==> config.mk <==
export PLATFORM = sky130hd
export DESIGN_NAME = char_lcd_nibble_write_sequencer
export DESIGN_NICKNAME = d
export VERILOG_FILES = /design/src/hdl/lcdseq_pkg.sv /design/src/hdl/lcdseq_front.sv /design/src/hdl/lcdseq_fifo.sv /design/src/hdl/lcdseq_back.sv /design/src/hdl/char_lcd_nibble_write_sequencer.sv
export SDC_FILE = /design/constraint.sdc
export NUM_CORES = 1
export LEC_CHECK = 0
export ABC_AREA = 1
export BUFFER_PORTS_ARGS = -buffer_cell sky130_fd_sc_hd__buf_2
export CAP_MARGIN = 20
export CORE_MARGIN = 2
export CORE_UTILIZATION = 37
export DETAILED_ROUTE_END_ITERATION = 8
export PLACE_DENSITY = 0.62
export SLEW_MARGIN = 20
export SYNTH_ARGS = -nofsm -noshare
export SYNTH_HDL_FRONTEND = slang
export SYNTH_SLANG_ARGS = --single-unit
==> constraint.sdc <==
create_clock -name aclk -period 2.3 [get_ports aclk]
set_clock_uncertainty 0.05 [all_clocks]
set_input_delay 0.115 -clock aclk [delete_from_list [all_inputs] [get_ports aclk]]
set_output_delay 0.115 -clock aclk [all_outputs]
set_load 0.05 [all_outputs]
==> src/hdl/lcdseq_pkg.sv <==
`timescale 1ns / 1ps
`default_nettype none

package lcdseq_pkg;

    // request kinds on the input stream
    localparam logic [2:0] CMD_INIT   = 3'd0;
    localparam logic [2:0] CMD_BYTE   = 3'd1;
    localparam logic [2:0] CMD_DATA   = 3'd2;
    localparam logic [2:0] CMD_CURSOR = 3'd3;
    localparam logic [2:0] CMD_DIGIT  = 3'd4;

    // geometry register codes
    localparam logic [1:0] GEOM_16X2 = 2'd0;
    localparam logic [1:0] GEOM_16X4 = 2'd1;
    localparam logic [1:0] GEOM_20X4 = 2'd2;

    // waits in microseconds
    localparam logic [15:0] WAIT_POWER_ON_US = 16'd60000;
    localparam logic [13:0] WAIT_INIT_0_US   = 14'd5000;
    localparam logic [13:0] WAIT_SHORT_US    = 14'd1000;
    localparam logic [13:0] WAIT_LONG_US     = 14'd2000;
    localparam logic [13:0] WAIT_CLEAR_US    = 14'd10000;
    localparam logic [13:0] WAIT_NONE_US     = 14'd0;

    localparam logic [7:0] CHAR_SPACE = 8'h20;
    localparam logic [7:0] SET_DDRAM  = 8'h80;
    localparam logic [7:0] SLOW_LIMIT = 8'h03;

    // op queue between front and back
    localparam int FIFO_AW    = 2;
    localparam int FIFO_DEPTH = 1 << FIFO_AW;

    // one byte (or single init nibble) to be strobed out
    typedef struct packed {
        logic        rs;
        logic [7:0]  data;
        logic        single;      // one strobe only, low nibble
        logic        first;       // power-on wait before it
        logic [13:0] wait_after;
        logic        last;
    } lcdseq_op_t;

    localparam logic [7:0] GLYPH_CODES [10][6] = '{
        '{8'd0,   8'd1, 8'd2,   8'd0,   8'd4,   8'd2},
        '{8'd254, 8'd2, 8'd254, 8'd254, 8'd2,   8'd254},
        '{8'd3,   8'd6, 8'd2,   8'd0,   8'd4,   8'd4},
        '{8'd3,   8'd6, 8'd2,   8'd7,   8'd4,   8'd2},
        '{8'd0,   8'd4, 8'd2,   8'd254, 8'd254, 8'd2},
        '{8'd0,   8'd6, 8'd5,   8'd7,   8'd4,   8'd2},
        '{8'd0,   8'd6, 8'd5,   8'd0,   8'd4,   8'd2},
        '{8'd1,   8'd1, 8'd2,   8'd254, 8'd254, 8'd2},
        '{8'd0,   8'd6, 8'd2,   8'd0,   8'd4,   8'd2},
        '{8'd0,   8'd6, 8'd2,   8'd7,   8'd4,   8'd2}
    };

    function automatic logic [7:0] glyph_code(input logic [3:0] digit, input logic [2:0] idx);
        logic [7:0] code;
        code = 8'd0;
        if (digit <= 4'd9 && idx <= 3'd5) begin
            code = GLYPH_CODES[digit][idx];
        end
        return code;
    endfunction

    function automatic logic [7:0] row_offset(input logic [1:0] geom, input logic [1:0] row);
        logic [7:0] off;
        off = 8'h00;
        case (geom)
            GEOM_16X4: begin
                case (row)
                    2'd0:    off = 8'h00;
                    2'd1:    off = 8'h40;
                    2'd2:    off = 8'h10;
                    default: off = 8'h50;
                endcase
            end
            GEOM_20X4: begin
                case (row)
                    2'd0:    off = 8'h00;
                    2'd1:    off = 8'h40;
                    2'd2:    off = 8'h14;
                    default: off = 8'h54;
                endcase
            end
            default: begin
                off = (row == 2'd0) ? 8'h00 : 8'h40;
            end
        endcase
        return off;
    endfunction

    // address wraps at 8 bits
    function automatic logic [7:0] cursor_byte(input logic [1:0] geom, input logic [1:0] row,
                                               input logic [5:0] col);
        return SET_DDRAM + row_offset(geom, row) + {2'b00, col};
    endfunction

    function automatic logic [13:0] cmd_wait(input logic [7:0] b, input logic [13:0] extra);
        return ((b < SLOW_LIMIT) ? WAIT_LONG_US : WAIT_SHORT_US) + extra;
    endfunction

endpackage

`default_nettype wire

==> src/hdl/lcdseq_front.sv <==
`timescale 1ns / 1ps
`default_nettype none

module lcdseq_front (
    input  wire logic              aclk,
    input  wire logic              aresetn,
    input  wire logic [1:0]        geometry,
    input  wire logic              req_valid,
    output logic                   req_ready,
    input  wire logic [2:0]        req_cmd,
    input  wire logic [7:0]        req_value,
    input  wire logic [1:0]        req_row,
    input  wire logic [5:0]        req_col,
    output logic                   push,
    output lcdseq_pkg::lcdseq_op_t push_op,
    input  wire logic              fifo_full
);

    logic       busy_reg, busy_next;
    logic [3:0] step_reg, step_next;
    logic [2:0] cmd_reg;
    logic [7:0] value_reg;
    logic [1:0] row_reg;
    logic [5:0] col_reg;
    logic       cmd_known;
    logic       is_digit;
    logic [2:0] glyph_idx;

    assign req_ready = !busy_reg;
    assign push      = busy_reg && !fifo_full;

    always_comb begin
        cmd_known = req_cmd inside {[lcdseq_pkg::CMD_INIT : lcdseq_pkg::CMD_DIGIT]};
        is_digit  = value_reg inside {[8'h30 : 8'h39]};
        glyph_idx = (step_reg[2] ? 3'd3 : 3'd0) + {1'b0, step_reg[1:0] - 2'd1};
    end

    always_comb begin
        push_op            = '0;
        push_op.wait_after = lcdseq_pkg::WAIT_NONE_US;
        case (cmd_reg)
            lcdseq_pkg::CMD_INIT: begin
                if (!step_reg[2]) begin
                    // 8-bit mode wake-up, bare nibbles
                    push_op.single = 1'b1;
                    push_op.first  = (step_reg[1:0] == 2'd0);
                    push_op.data   = (step_reg[1:0] == 2'd3) ? 8'h02 : 8'h03;
                    case (step_reg[1:0])
                        2'd0:    push_op.wait_after = lcdseq_pkg::WAIT_INIT_0_US;
                        2'd1:    push_op.wait_after = lcdseq_pkg::WAIT_SHORT_US;
                        default: push_op.wait_after = lcdseq_pkg::WAIT_NONE_US;
                    endcase
                end else begin
                    case (step_reg[1:0])
                        2'd0:    push_op.data = 8'h28;
                        2'd1:    push_op.data = 8'h0c;
                        2'd2:    push_op.data = 8'h06;
                        default: push_op.data = 8'h01;
                    endcase
                    push_op.last       = (step_reg[1:0] == 2'd3);
                    push_op.wait_after = lcdseq_pkg::cmd_wait(push_op.data,
                        push_op.last ? lcdseq_pkg::WAIT_CLEAR_US : lcdseq_pkg::WAIT_NONE_US);
                end
            end
            lcdseq_pkg::CMD_BYTE: begin
                push_op.data       = value_reg;
                push_op.wait_after = lcdseq_pkg::cmd_wait(value_reg, lcdseq_pkg::WAIT_NONE_US);
                push_op.last       = 1'b1;
            end
            lcdseq_pkg::CMD_DATA: begin
                push_op.rs         = 1'b1;
                push_op.data       = value_reg;
                push_op.wait_after = lcdseq_pkg::WAIT_SHORT_US;
                push_op.last       = 1'b1;
            end
            lcdseq_pkg::CMD_CURSOR: begin
                push_op.data       = lcdseq_pkg::cursor_byte(geometry, row_reg, col_reg);
                push_op.wait_after = lcdseq_pkg::cmd_wait(push_op.data, lcdseq_pkg::WAIT_NONE_US);
                push_op.last       = 1'b1;
            end
            lcdseq_pkg::CMD_DIGIT: begin
                // step: [3] glyph half, [2] row, [1:0] cursor then three cells
                if (step_reg[1:0] == 2'd0) begin
                    push_op.data = lcdseq_pkg::cursor_byte(geometry, {1'b0, step_reg[2]},
                                                           col_reg);
                    push_op.wait_after = lcdseq_pkg::cmd_wait(push_op.data,
                                                              lcdseq_pkg::WAIT_NONE_US);
                end else begin
                    push_op.rs         = 1'b1;
                    push_op.data       = step_reg[3] ?
                        lcdseq_pkg::glyph_code(value_reg[3:0], glyph_idx) : lcdseq_pkg::CHAR_SPACE;
                    push_op.wait_after = lcdseq_pkg::WAIT_SHORT_US;
                end
                push_op.last = is_digit ? (step_reg == 4'd15) : (step_reg == 4'd7);
            end
            default: begin
                push_op.last = 1'b1;
            end
        endcase
    end

    always_comb begin
        busy_next = busy_reg;
        step_next = step_reg;
        if (req_valid && req_ready) begin
            busy_next = cmd_known;
            step_next = 4'd0;
        end else if (push) begin
            step_next = step_reg + 4'd1;
            if (push_op.last) begin
                busy_next = 1'b0;
            end
        end
    end

    always_ff @(posedge aclk) begin
        if (!aresetn) begin
            busy_reg <= 1'b0;
            step_reg <= 4'd0;
        end else begin
            busy_reg <= busy_next;
            step_reg <= step_next;
        end
    end

    always_ff @(posedge aclk) begin
        if (req_valid && req_ready) begin
            cmd_reg   <= req_cmd;
            value_reg <= req_value;
            row_reg   <= req_row;
            col_reg   <= req_col;
        end
    end

endmodule

`default_nettype wire

==> src/hdl/lcdseq_fifo.sv <==
`timescale 1ns / 1ps
`default_nettype none

module lcdseq_fifo (
    input  wire logic                   aclk,
    input  wire logic                   aresetn,
    input  wire logic                   push,
    input  wire lcdseq_pkg::lcdseq_op_t push_op,
    output logic                        full,
    input  wire logic                   pop,
    output lcdseq_pkg::lcdseq_op_t      head_op,
    output logic                        empty
);

    localparam int AW = lcdseq_pkg::FIFO_AW;

    lcdseq_pkg::lcdseq_op_t entry_reg [lcdseq_pkg::FIFO_DEPTH];
    logic [AW-1:0] wr_ptr_reg, wr_ptr_next;
    logic [AW-1:0] rd_ptr_reg, rd_ptr_next;
    logic [AW:0]   count_reg, count_next;
    logic          do_push, do_pop;

    assign full    = (count_reg == (AW+1)'(lcdseq_pkg::FIFO_DEPTH));
    assign empty   = (count_reg == '0);
    assign head_op = entry_reg[rd_ptr_reg];
    assign do_push = push && !full;
    assign do_pop  = pop && !empty;

    always_comb begin
        wr_ptr_next = do_push ? wr_ptr_reg + 1'b1 : wr_ptr_reg;
        rd_ptr_next = do_pop  ? rd_ptr_reg + 1'b1 : rd_ptr_reg;
        count_next  = count_reg;
        if (do_push && !do_pop) begin
            count_next = count_reg + 1'b1;
        end else if (do_pop && !do_push) begin
            count_next = count_reg - 1'b1;
        end
    end

    always_ff @(posedge aclk) begin
        if (!aresetn) begin
            wr_ptr_reg <= '0;
            rd_ptr_reg <= '0;
            count_reg  <= '0;
        end else begin
            wr_ptr_reg <= wr_ptr_next;
            rd_ptr_reg <= rd_ptr_next;
            count_reg  <= count_next;
        end
    end

    always_ff @(posedge aclk) begin
        if (do_push) begin
            entry_reg[wr_ptr_reg] <= push_op;
        end
    end

endmodule

`default_nettype wire

==> src/hdl/lcdseq_back.sv <==
`timescale 1ns / 1ps
`default_nettype none

module lcdseq_back (
    input  wire logic                   aclk,
    input  wire logic                   aresetn,
    input  wire lcdseq_pkg::lcdseq_op_t head_op,
    input  wire logic                   fifo_empty,
    output logic                        pop,
    output logic                        m_tvalid,
    input  wire logic                   m_tready,
    output logic                        m_rs_select,
    output logic [3:0]                  m_nibble,
    output logic [15:0]                 m_wait_before_us,
    output logic [13:0]                 m_wait_after_us,
    output logic                        m_last
);

    logic        m_tvalid_reg, m_tvalid_next;
    logic        phase_reg, phase_next;   // high nibble already loaded into the strobe register
    logic        load;
    logic        rs_reg;
    logic [3:0]  nibble_reg;
    logic [15:0] before_reg;
    logic [13:0] after_reg;
    logic        last_reg;

    assign load = !m_tvalid_reg || m_tready;

    always_comb begin
        m_tvalid_next = m_tvalid_reg;
        phase_next    = phase_reg;
        pop           = 1'b0;
        if (load) begin
            m_tvalid_next = !fifo_empty;
            if (!fifo_empty) begin
                if (head_op.single || phase_reg) begin
                    pop        = 1'b1;
                    phase_next = 1'b0;
                end else begin
                    phase_next = 1'b1;
                end
            end
        end
    end

    always_ff @(posedge aclk) begin
        if (!aresetn) begin
            m_tvalid_reg <= 1'b0;
            phase_reg    <= 1'b0;
        end else begin
            m_tvalid_reg <= m_tvalid_next;
            phase_reg    <= phase_next;
        end
    end

    always_ff @(posedge aclk) begin
        if (load && !fifo_empty) begin
            rs_reg <= head_op.rs;
            if (head_op.single || phase_reg) begin
                nibble_reg <= head_op.data[3:0];
                before_reg <= head_op.first ? lcdseq_pkg::WAIT_POWER_ON_US : 16'd0;
                after_reg  <= head_op.wait_after;
                last_reg   <= head_op.last;
            end else begin
                nibble_reg <= head_op.data[7:4];
                before_reg <= 16'd0;
                after_reg  <= lcdseq_pkg::WAIT_NONE_US;
                last_reg   <= 1'b0;
            end
        end
    end

    assign m_tvalid         = m_tvalid_reg;
    assign m_rs_select      = rs_reg;
    assign m_nibble         = nibble_reg;
    assign m_wait_before_us = before_reg;
    assign m_wait_after_us  = after_reg;
    assign m_last           = last_reg;

    a_pop_has_head: assert property (@(posedge aclk) disable iff (!aresetn)
        pop |-> !fifo_empty)
        else $error("pop from empty op queue");

    a_phase_holds_head: assert property (@(posedge aclk) disable iff (!aresetn)
        phase_reg |-> !fifo_empty)
        else $error("low nibble pending without an op at the head");

    a_power_on_wait: assert property (@(posedge aclk) disable iff (!aresetn)
        (m_tvalid_reg && before_reg != 16'd0) |-> (nibble_reg == 4'h3 && !rs_reg))
        else $error("power-on wait on a strobe other than the wake-up nibble");

    a_last_waits: assert property (@(posedge aclk) disable iff (!aresetn)
        (m_tvalid_reg && last_reg) |-> (after_reg != lcdseq_pkg::WAIT_NONE_US))
        else $error("final strobe of a request without a settle wait");

endmodule

`default_nettype wire

==> src/hdl/char_lcd_nibble_write_sequencer.sv <==
`timescale 1ns / 1ps
`default_nettype none
// Character display 4-bit write sequencer.
// Input stream (s_*): one request per item - init sequence, command byte, data
// byte, set cursor or big digit; request kind in tuser, operands in tdata.
// Output stream (m_*): one item per enable strobe,
// nibble plus waits in tdata, RS level in tuser, tlast on the request's final strobe.
// A request gives 0 (unknown kind), 2, 12 (init), 16 (big blank) or 32 (big digit)
// strobes. The front turns a request into byte ops, one per cycle while the queue
// is not full, into a 4-entry queue; the back splits each byte into two strobes (a
// single init nibble into one). A taken request's first strobe passes the front's
// request registers, the queue and the back end's strobe register before it is valid.
// Throughput: one strobe per cycle while m_tready is high and the queue is not empty;
// the back end's strobe register sets this. A new request is taken once the front
// has queued every op of the previous one. When the receiver stalls, the strobe
// register holds, the queue fills and the front and then s_tready stall in turn;
// nothing is dropped. Reset (aresetn low, synchronous) empties the queue, drops any
// request in progress and sets geometry to 16x2. The APB port has a single register,
// geometry, at addresses 0 to 3 (paddr[2] low); pready is always high.
module char_lcd_nibble_write_sequencer (
    input  wire logic        aclk,
    input  wire logic        aresetn,
    // APB configuration
    input  wire logic        psel,
    input  wire logic        penable,
    input  wire logic        pwrite,
    input  wire logic [2:0]  paddr,
    input  wire logic [31:0] pwdata,
    output logic [31:0]      prdata,
    output logic             pready,
    // request stream
    input  wire logic        s_tvalid,
    output logic             s_tready,
    input  wire logic [15:0] s_tdata,   // value[7:0], row[9:8], col[15:10]
    input  wire logic [2:0]  s_tuser,   // cmd[2:0]
    // strobe stream
    output logic             m_tvalid,
    input  wire logic        m_tready,
    output logic [39:0]      m_tdata,   // nibble[3:0], wait_before_us[19:4],
                                        // wait_after_us[33:20], zero
    output logic             m_tuser,   // rs_select
    output logic             m_tlast    // last
);

    logic [1:0]  geometry_reg;
    logic        cfg_write;

    logic                   push, fifo_full, fifo_empty, pop;
    lcdseq_pkg::lcdseq_op_t push_op, head_op;

    logic [3:0]  nibble;
    logic [15:0] wait_before_us;
    logic [13:0] wait_after_us;

    assign pready    = 1'b1;
    assign cfg_write = psel && penable && pwrite && pready && !paddr[2];
    assign prdata    = paddr[2] ? 32'd0 : {30'd0, geometry_reg};

    always_ff @(posedge aclk) begin
        if (!aresetn) begin
            geometry_reg <= lcdseq_pkg::GEOM_16X2;
        end else if (cfg_write) begin
            geometry_reg <= pwdata[1:0];
        end
    end

    lcdseq_front u_front (
        .aclk      (aclk),
        .aresetn   (aresetn),
        .geometry  (geometry_reg),
        .req_valid (s_tvalid),
        .req_ready (s_tready),
        .req_cmd   (s_tuser),
        .req_value (s_tdata[7:0]),
        .req_row   (s_tdata[9:8]),
        .req_col   (s_tdata[15:10]),
        .push      (push),
        .push_op   (push_op),
        .fifo_full (fifo_full)
    );

    lcdseq_fifo u_fifo (
        .aclk    (aclk),
        .aresetn (aresetn),
        .push    (push),
        .push_op (push_op),
        .full    (fifo_full),
        .pop     (pop),
        .head_op (head_op),
        .empty   (fifo_empty)
    );

    lcdseq_back u_back (
        .aclk             (aclk),
        .aresetn          (aresetn),
        .head_op          (head_op),
        .fifo_empty       (fifo_empty),
        .pop              (pop),
        .m_tvalid         (m_tvalid),
        .m_tready         (m_tready),
        .m_rs_select      (m_tuser),
        .m_nibble         (nibble),
        .m_wait_before_us (wait_before_us),
        .m_wait_after_us  (wait_after_us),
        .m_last           (m_tlast)
    );

    assign m_tdata = {6'd0, wait_after_us, wait_before_us, nibble};

endmodule

`default_nettype wire
# Yosys cells after proc, flatten, opt, wreduce, memory -nomap -nowiden
# Memories as Yosys holds them, arrays and structs flattened. A register that Yosys moved wholly into a read port is not among the register bits.
# Cells that the tools add are included.
# W data, S select, Z words.
# classes
n_addsub	12
n_lt_le_gt_ge	12
n_eq_ne	14
muxes	57
bitwise_logic	5
n_reduce_logical	34
# op_table
op	n
$mux W48	2
$mux W8	12
$pmux W14 S5	1
$mux W11	4
$mux W14	3
$pmux W7 S3	2
$lt A8 B2 Y1 const B	4
$pmux W8 S2	2
$pmux W8 S4	1
$pmux W13 S2	1
$bmux W8 S3	1
$pmux W6 S3	1
$add A8 B6 Y8	2
$add A8 B8 Y8 const A	2
$mux W16	1
$add A14 B14 Y14	1
$mux W7	2
$logic_and A1 B1 Y1	13
$mux W1	13
$mux W2	6
$eq A2 B2 Y1 const B	4
$ge A8 B6 Y1 const B	1
$le A8 B6 Y1 const B	1
$logic_not A1 Y1	7
29 further kinds	47
# totals
ff_bits	71
mem_bits_rw	104
rom_bits	768
in_bits	61
out_inout_bits	77
elab_cells	153
memories	2
# mem_list
name	words	word_bits	read_ports	rd_ports_with_merged_regs	wr	line_no	source
(no name shown)	16	48	1	0	0	lcdseq_pkg.sv:61	code = GLYPH_CODES[digit][idx];
u_fifo.entry_reg	4	26	1	1	1	lcdseq_fifo.sv:17	lcdseq_pkg::lcdseq_op_t entry_reg [lcdseq_pkg::FIFO_DEPTH];

# Depth between registers and ports, before layout
# logic_depth
ltp_word	11
ltp_mapped	13
depth_no_buf	13

# Modules after synthesis
# From an unflattened synthesis, not the netlist that was laid out.
# unflattened
hier_cells	771
hier_area_um2	7881.3
# by_module_without_submodules
module	instances	cells_each	area_each_um2	seq_area_each_um2
lcdseq_fifo	1	321	4337.9	3303.2
lcdseq_front	1	288	2087.0	670.6
lcdseq_back	1	100	1044.8	670.6
char_lcd_nibble_write_sequencer	1	62	411.6	40.0

# Worst setup path before layout
# No wires, ideal clock.
# synth_timing
path_kind	reg-to-reg
from	register u_back.m_tvalid_reg, in the netlist u_back.m_tvalid
to	register u_fifo.count_reg[1]
setup_ns	0.116
arrival_time_ns	2.223
required_ns	2.134
slack_ns	-0.089
stages_incl_launch_ff	10
n_path_buf	0
period_less_slack_ns	2.389
path_cell_list	dfxtp_1 > inv_1 > nor2_1 > a21oi_2 > nand2_4 > ha_1 > inv_1 > fa_1 > o21ai_0 > nor2_1
# synth_between
elab_chain_cells	7
elab_cells_between_ends	9
classes_between	mux: 2; reduce/logical: 7
# synth_rtl
element	line_no	source
from (decl)	lcdseq_back.sv:19	logic m_tvalid_reg, m_tvalid_next;
from (signal assigned)	lcdseq_back.sv:52	m_tvalid_reg <= m_tvalid_next;
$logic_not A1 Y1	lcdseq_back.sv:28	assign load = !m_tvalid_reg || m_tready;
$logic_or A1 B1 Y1	lcdseq_back.sv:28	
$mux W1	lcdseq_back.sv:34	if (load) begin
$logic_and A1 B1 Y1	lcdseq_fifo.sv:27	assign do_pop = pop && !empty;
$logic_not A1 Y1	lcdseq_fifo.sv:33	if (do_push && !do_pop) begin
$logic_and A1 B1 Y1	lcdseq_fifo.sv:33	
$mux W3	lcdseq_fifo.sv:33	
named net u_fifo.count_next[1]	lcdseq_fifo.sv:20	logic [AW:0] count_reg, count_next;
to (signal assigned)	lcdseq_fifo.sv:48	count_reg <= count_next;
to (decl)	lcdseq_fifo.sv:20	
# The timed path passes the listed nets, and every way through them passes these cells.
# A chain may end at the register's enable or synchronous reset.

==> impl_metrics.prom <==
# TYPE chip_impl_metric gauge
chip_impl_info{name="outcome",value="completed"} 1
chip_impl_metric{name="max_cap_violations",unit=""} 0
chip_impl_metric{name="hold_depth",unit=""} 4
chip_impl_metric{name="synth_edf_count",unit=""} 129
chip_impl_metric{name="ff2ff_setup_slack",unit="ps"} 1
chip_impl_metric{name="multi_input_comb_area",unit="mm²"} 0.002509
chip_impl_metric{name="wl",unit="µm"} 14630
chip_impl_metric{name="die_w",unit="µm"} 142.9
chip_impl_metric{name="yosys_warnings",unit=""} 0
chip_impl_info{name="min-delay-path-class",value="primary input to flop"} 1
chip_impl_metric{name="post_drt_via_cell_ratio",unit=""} 4.670
chip_impl_metric{name="post-dp-hpwl",unit="µm"} 9481
chip_impl_metric{name="irDropWorstVdd",unit="mV"} 0.5502
chip_impl_info{name="crit_path_cell_trace",value="inv_2 > ha_4 > nor2_4 > nor3b_2 > ha_1 > nand3_2 > nand2_2 > nand2_2 > a21oi_4 > nand3b_1 > nand2_2 > o211ai_1"} 1
chip_impl_metric{name="h_tree_depth",unit=""} 4
chip_impl_metric{name="static_power_due_to_leakage",unit="nW"} 3.583
chip_impl_metric{name="grt_antenna_before_repair",unit=""} 0
chip_impl_metric{name="num-nets-final",unit=""} 889
chip_impl_metric{name="clkLatencyLatePin",unit="ps"} 420
chip_impl_metric{name="groute.layer.met2.usage",unit="%"} 25.38
chip_impl_metric{name="postPlaceCellArea",unit="mm²"} 0.007665
chip_impl_metric{name="synth.lib_cells_used.distinct",unit=""} 43
chip_impl_metric{name="post_drt_wl_per_cell",unit="µm"} 13.62
chip_impl_metric{name="via_count",unit=""} 5016
chip_impl_metric{name="groute.usage.overall",unit="%"} 15.08
chip_impl_info{name="crit_end_element",value="flop"} 1
chip_impl_metric{name="fillers",unit=""} 1732
chip_impl_metric{name="final_cell_area",unit="mm²"} 0.008747
chip_impl_info{name="critPathSlowestCell",value="dfxtp_2"} 1
chip_impl_metric{name="synth_seq_area_share",unit="%"} 59.29
chip_impl_metric{name="use_met1",unit="%"} 18.46
chip_impl_metric{name="cts.sinks",unit=""} 147
chip_impl_metric{name="synth_async_sr_flop_share",unit="%"} 0
chip_impl_metric{name="gp_congestion",unit=""} 0.8660
chip_impl_metric{name="critical_path_buf_inv_count",unit=""} 1
chip_impl_info{name="clock-root-buffer",value="clkbuf_16"} 1
chip_impl_info{name="worstSetupPathType",value="flop to flop"} 1
chip_impl_metric{name="ioPinCount",unit=""} 138
chip_impl_metric{name="finalWorstSetupSlack",unit="ps"} 1.268
chip_impl_metric{name="worstPathRequired",unit="ps"} 2380
chip_impl_metric{name="placeable_core_region",unit="mm²"} 0.01883
chip_impl_metric{name="hold_violation_count_in_the_final_report",unit=""} 0
chip_impl_metric{name="cts_made_buffers",unit=""} 17
chip_impl_metric{name="synth_area",unit="mm²"} 0.007142
chip_impl_metric{name="setup_total_negative_slack",unit="ps"} 0
chip_impl_metric{name="worst_slack_placed",unit="ps"} -136.2
chip_impl_metric{name="area_growth",unit="%"} 22.48
chip_impl_info{name="global_route.peak_usage_layer",value="met2"} 1
chip_impl_metric{name="grt_start_max_net_pins",unit=""} 45
chip_impl_metric{name="global_route.overflow_total",unit=""} 0
chip_impl_metric{name="syn_avg_cell_area",unit="µm²"} 10.31
chip_impl_info{name="unrepaired_setup_endpoints_after_global_routing",value="true"} 1
chip_impl_metric{name="max_stage_delay",unit="ps"} 360
chip_impl_metric{name="gr-usage-met3",unit="%"} 4.326
chip_impl_metric{name="timing.fmax",unit="MHz"} 435.0
chip_impl_info{name="layout.cells.most_common_list",value="edfxtp_1, nor2_1, nand2_1"} 1
chip_impl_metric{name="antenna-diode-count",unit=""} 0
chip_impl_metric{name="io_buffers",unit=""} 56
chip_impl_info{name="cts_tree",value="done"} 1
chip_impl_metric{name="place.detailed.instances",unit=""} 1012
chip_impl_metric{name="rows",unit=""} 50
chip_impl_metric{name="largest_register_ff_count",unit=""} 92
chip_impl_metric{name="initial_core_util",unit="%"} 37.93
chip_impl_metric{name="final_instance_count_without_filler_cells",unit=""} 1074
chip_impl_metric{name="period_needed",unit="ps"} 2299
chip_impl_info{name="worst_setup_path_start_kind",value="flop"} 1
chip_impl_metric{name="clk_transition_reported_paths",unit="ps"} 60
chip_impl_metric{name="number_of_flip_flops_and_latches_in_the_synthesized_netlist",unit=""} 147
chip_impl_metric{name="ant_nets",unit=""} 0
chip_impl_metric{name="design.die.area",unit="mm²"} 0.02043
chip_impl_metric{name="cp.arrival",unit="ps"} 2380
chip_impl_metric{name="synthesis.instances",unit=""} 693
chip_impl_metric{name="detailedRoute.firstIterationViolations",unit=""} 270
chip_impl_metric{name="grt_pass1_vias",unit=""} 4590
chip_impl_metric{name="cts.path.max_buffers",unit=""} 2
chip_impl_metric{name="seqCellArea",unit="mm²"} 0.004242
chip_impl_metric{name="timing.reg2reg.worst_path_depth",unit=""} 12
chip_impl_metric{name="smallest_hold_slack",unit="ps"} 39.18
chip_impl_info{name="layout_commonest_cell",value="edfxtp_1"} 1
chip_impl_info{name="timing.rr.start",value="geometry_reg[0]"} 1
chip_impl_info{name="cpLargestDelayFamily",value="simple AND/OR/NAND/NOR gates"} 1
chip_impl_info{name="synthFlopType",value="edfxtp_1"} 1
chip_impl_metric{name="fp.dieH",unit="µm"} 142.9
chip_impl_metric{name="grt_pass1_wl",unit="µm"} 23160
chip_impl_metric{name="critical_path_depth",unit=""} 12
chip_impl_metric{name="drt_pass1_iterations",unit=""} 5
chip_impl_info{name="setup.worst_path.end",value="u_fifo.entry_reg[2][6]"} 1
chip_impl_metric{name="drc",unit=""} 0
chip_impl_metric{name="setup_viols_final",unit=""} 0
chip_impl_metric{name="worstPathMaxFanout",unit=""} 4
chip_impl_metric{name="pwr_density_cell",unit="mW/mm²"} 1045
chip_impl_metric{name="slew_viol_final",unit=""} 0
chip_impl_info{name="worst_path_most_repeated_cell",value="nand2_2"} 1
chip_impl_metric{name="layout-drive-gt1-share",unit="%"} 23.83
chip_impl_info{name="r2r-end",value="u_fifo.entry_reg[2][6]"} 1
chip_impl_info{name="setup.worst_path.start",value="geometry_reg[0]"} 1
chip_impl_metric{name="timing.final.crit_share",unit="%"} 99.94
-- metrics by stage --
step	total power [W]	utilization, %
after detailed placement	0.006369	40.70
after CTS	0.009196	45.52
after global placement	0.006349	40.70
after global routing	0.009629	46.45
final	0.009137	46.45
after floorplan	0.005814	-
-- cell type report --
cell class | count | area share [%]
clock buffer | 17 | 4.863
multi-input combinational | 443 | 28.68
clock inverter | 15 | 1.974
inverter | 78 | 3.347
sequential | 147 | 48.49
tap | 260 | 3.719
timing repair buffer | 114 | 8.926
-- power breakdown --
group	internal (W)	switching (W)
registers	0.00336	0.000112
logic	0.000743	0.00216
clock network	0.00163	0.00114
-- how the worst min path moves through the flow --
stage                           start                    to  slack (ps)
final                        m_tready       u_back.m_tvalid          40
after global routing         m_tready       u_back.m_tvalid          60
after CTS                    m_tready       u_back.m_tvalid          20
after detailed placement  s_tdata[13]    u_front.col_reg[3]         240
after global placement     s_tdata[5]  u_front.value_reg[5]         240
after floorplan            s_tuser[0]    u_front.cmd_reg[0]         160
-- synth_stat cells (3+ instances only) --
| library cell | count | area [µm²] |
|---|---|---|
| edfxtp_1 | 129 | 3874 |
| nand2_1 | 97 | 364.1 |
| nor2_1 | 90 | 337.8 |
| inv_1 | 73 | 274.0 |
| o21ai_0 | 67 | 335.3 |
| buf_4 | 55 | 412.9 |
| nand3_1 | 27 | 135.1 |
| ha_1 | 25 | 312.8 |
| o22ai_1 | 24 | 150.1 |
| a21oi_1 | 19 | 95.09 |
| dfxtp_1 | 18 | 360.4 |
| clkbuf_1 | 11 | 41.29 |
| inv_2 | 5 | 18.77 |
| buf_2 | 4 | 20.02 |
| mux2_2 | 4 | 45.04 |
| nand2_2 | 4 | 25.02 |
| a221oi_1 | 3 | 26.28 |
| nand3_2 | 3 | 30.03 |
-- worst register-to-register path: stages, from the launching register on --
cell	delay (ps)
dfxtp_2	360
inv_2	60
ha_4	170
nor2_4	100
nor3b_2	50
ha_1	350
nand3_2	100
nand2_2	90
nand2_2	70
a21oi_4	130
nand3b_1	190
nand2_2	140
o211ai_1	150
-- per-layer routing --
| layer | wire, µm | share of wire, % |
|---|---|---|
| met1 | 6376 | 44 |
| met2 | 7302 | 50 |
| met3 | 787 | 5.4 |
| met4 | 164 | 1.1 |
| met5 | 0 | 0 |
-- kinds of logic (layout without fill, tap and decap cells) --
| logic type | after synthesis | in the layout | share of synthesized area, % |
|---|---|---|---|
| AOI/OAI and AO/OA | 126 | 126 | 9.828 |
| xor gates and xnor gates | 3 | 3 | 0.3680 |
| adders and majority gates | 27 | 27 | 4.940 |
| buffers and inverters | 150 | 224 | 10.95 |
| DFF | 147 | 147 | 59.29 |
| muxes | 4 | 4 | 0.6306 |
| other | 2 | 49 | 0.1052 |
| and+or+nand+nor | 234 | 234 | 13.89 |
-- what timing repair did --
item,in CTS,in global routing
hold buffers,26,0
hold endpoints to repair,28,0
setup endpoints to repair,44,49
pin swaps,6,16
gates resized for setup,15,40
setup buffers,0,4
Power figures use the tool's default switching activity.
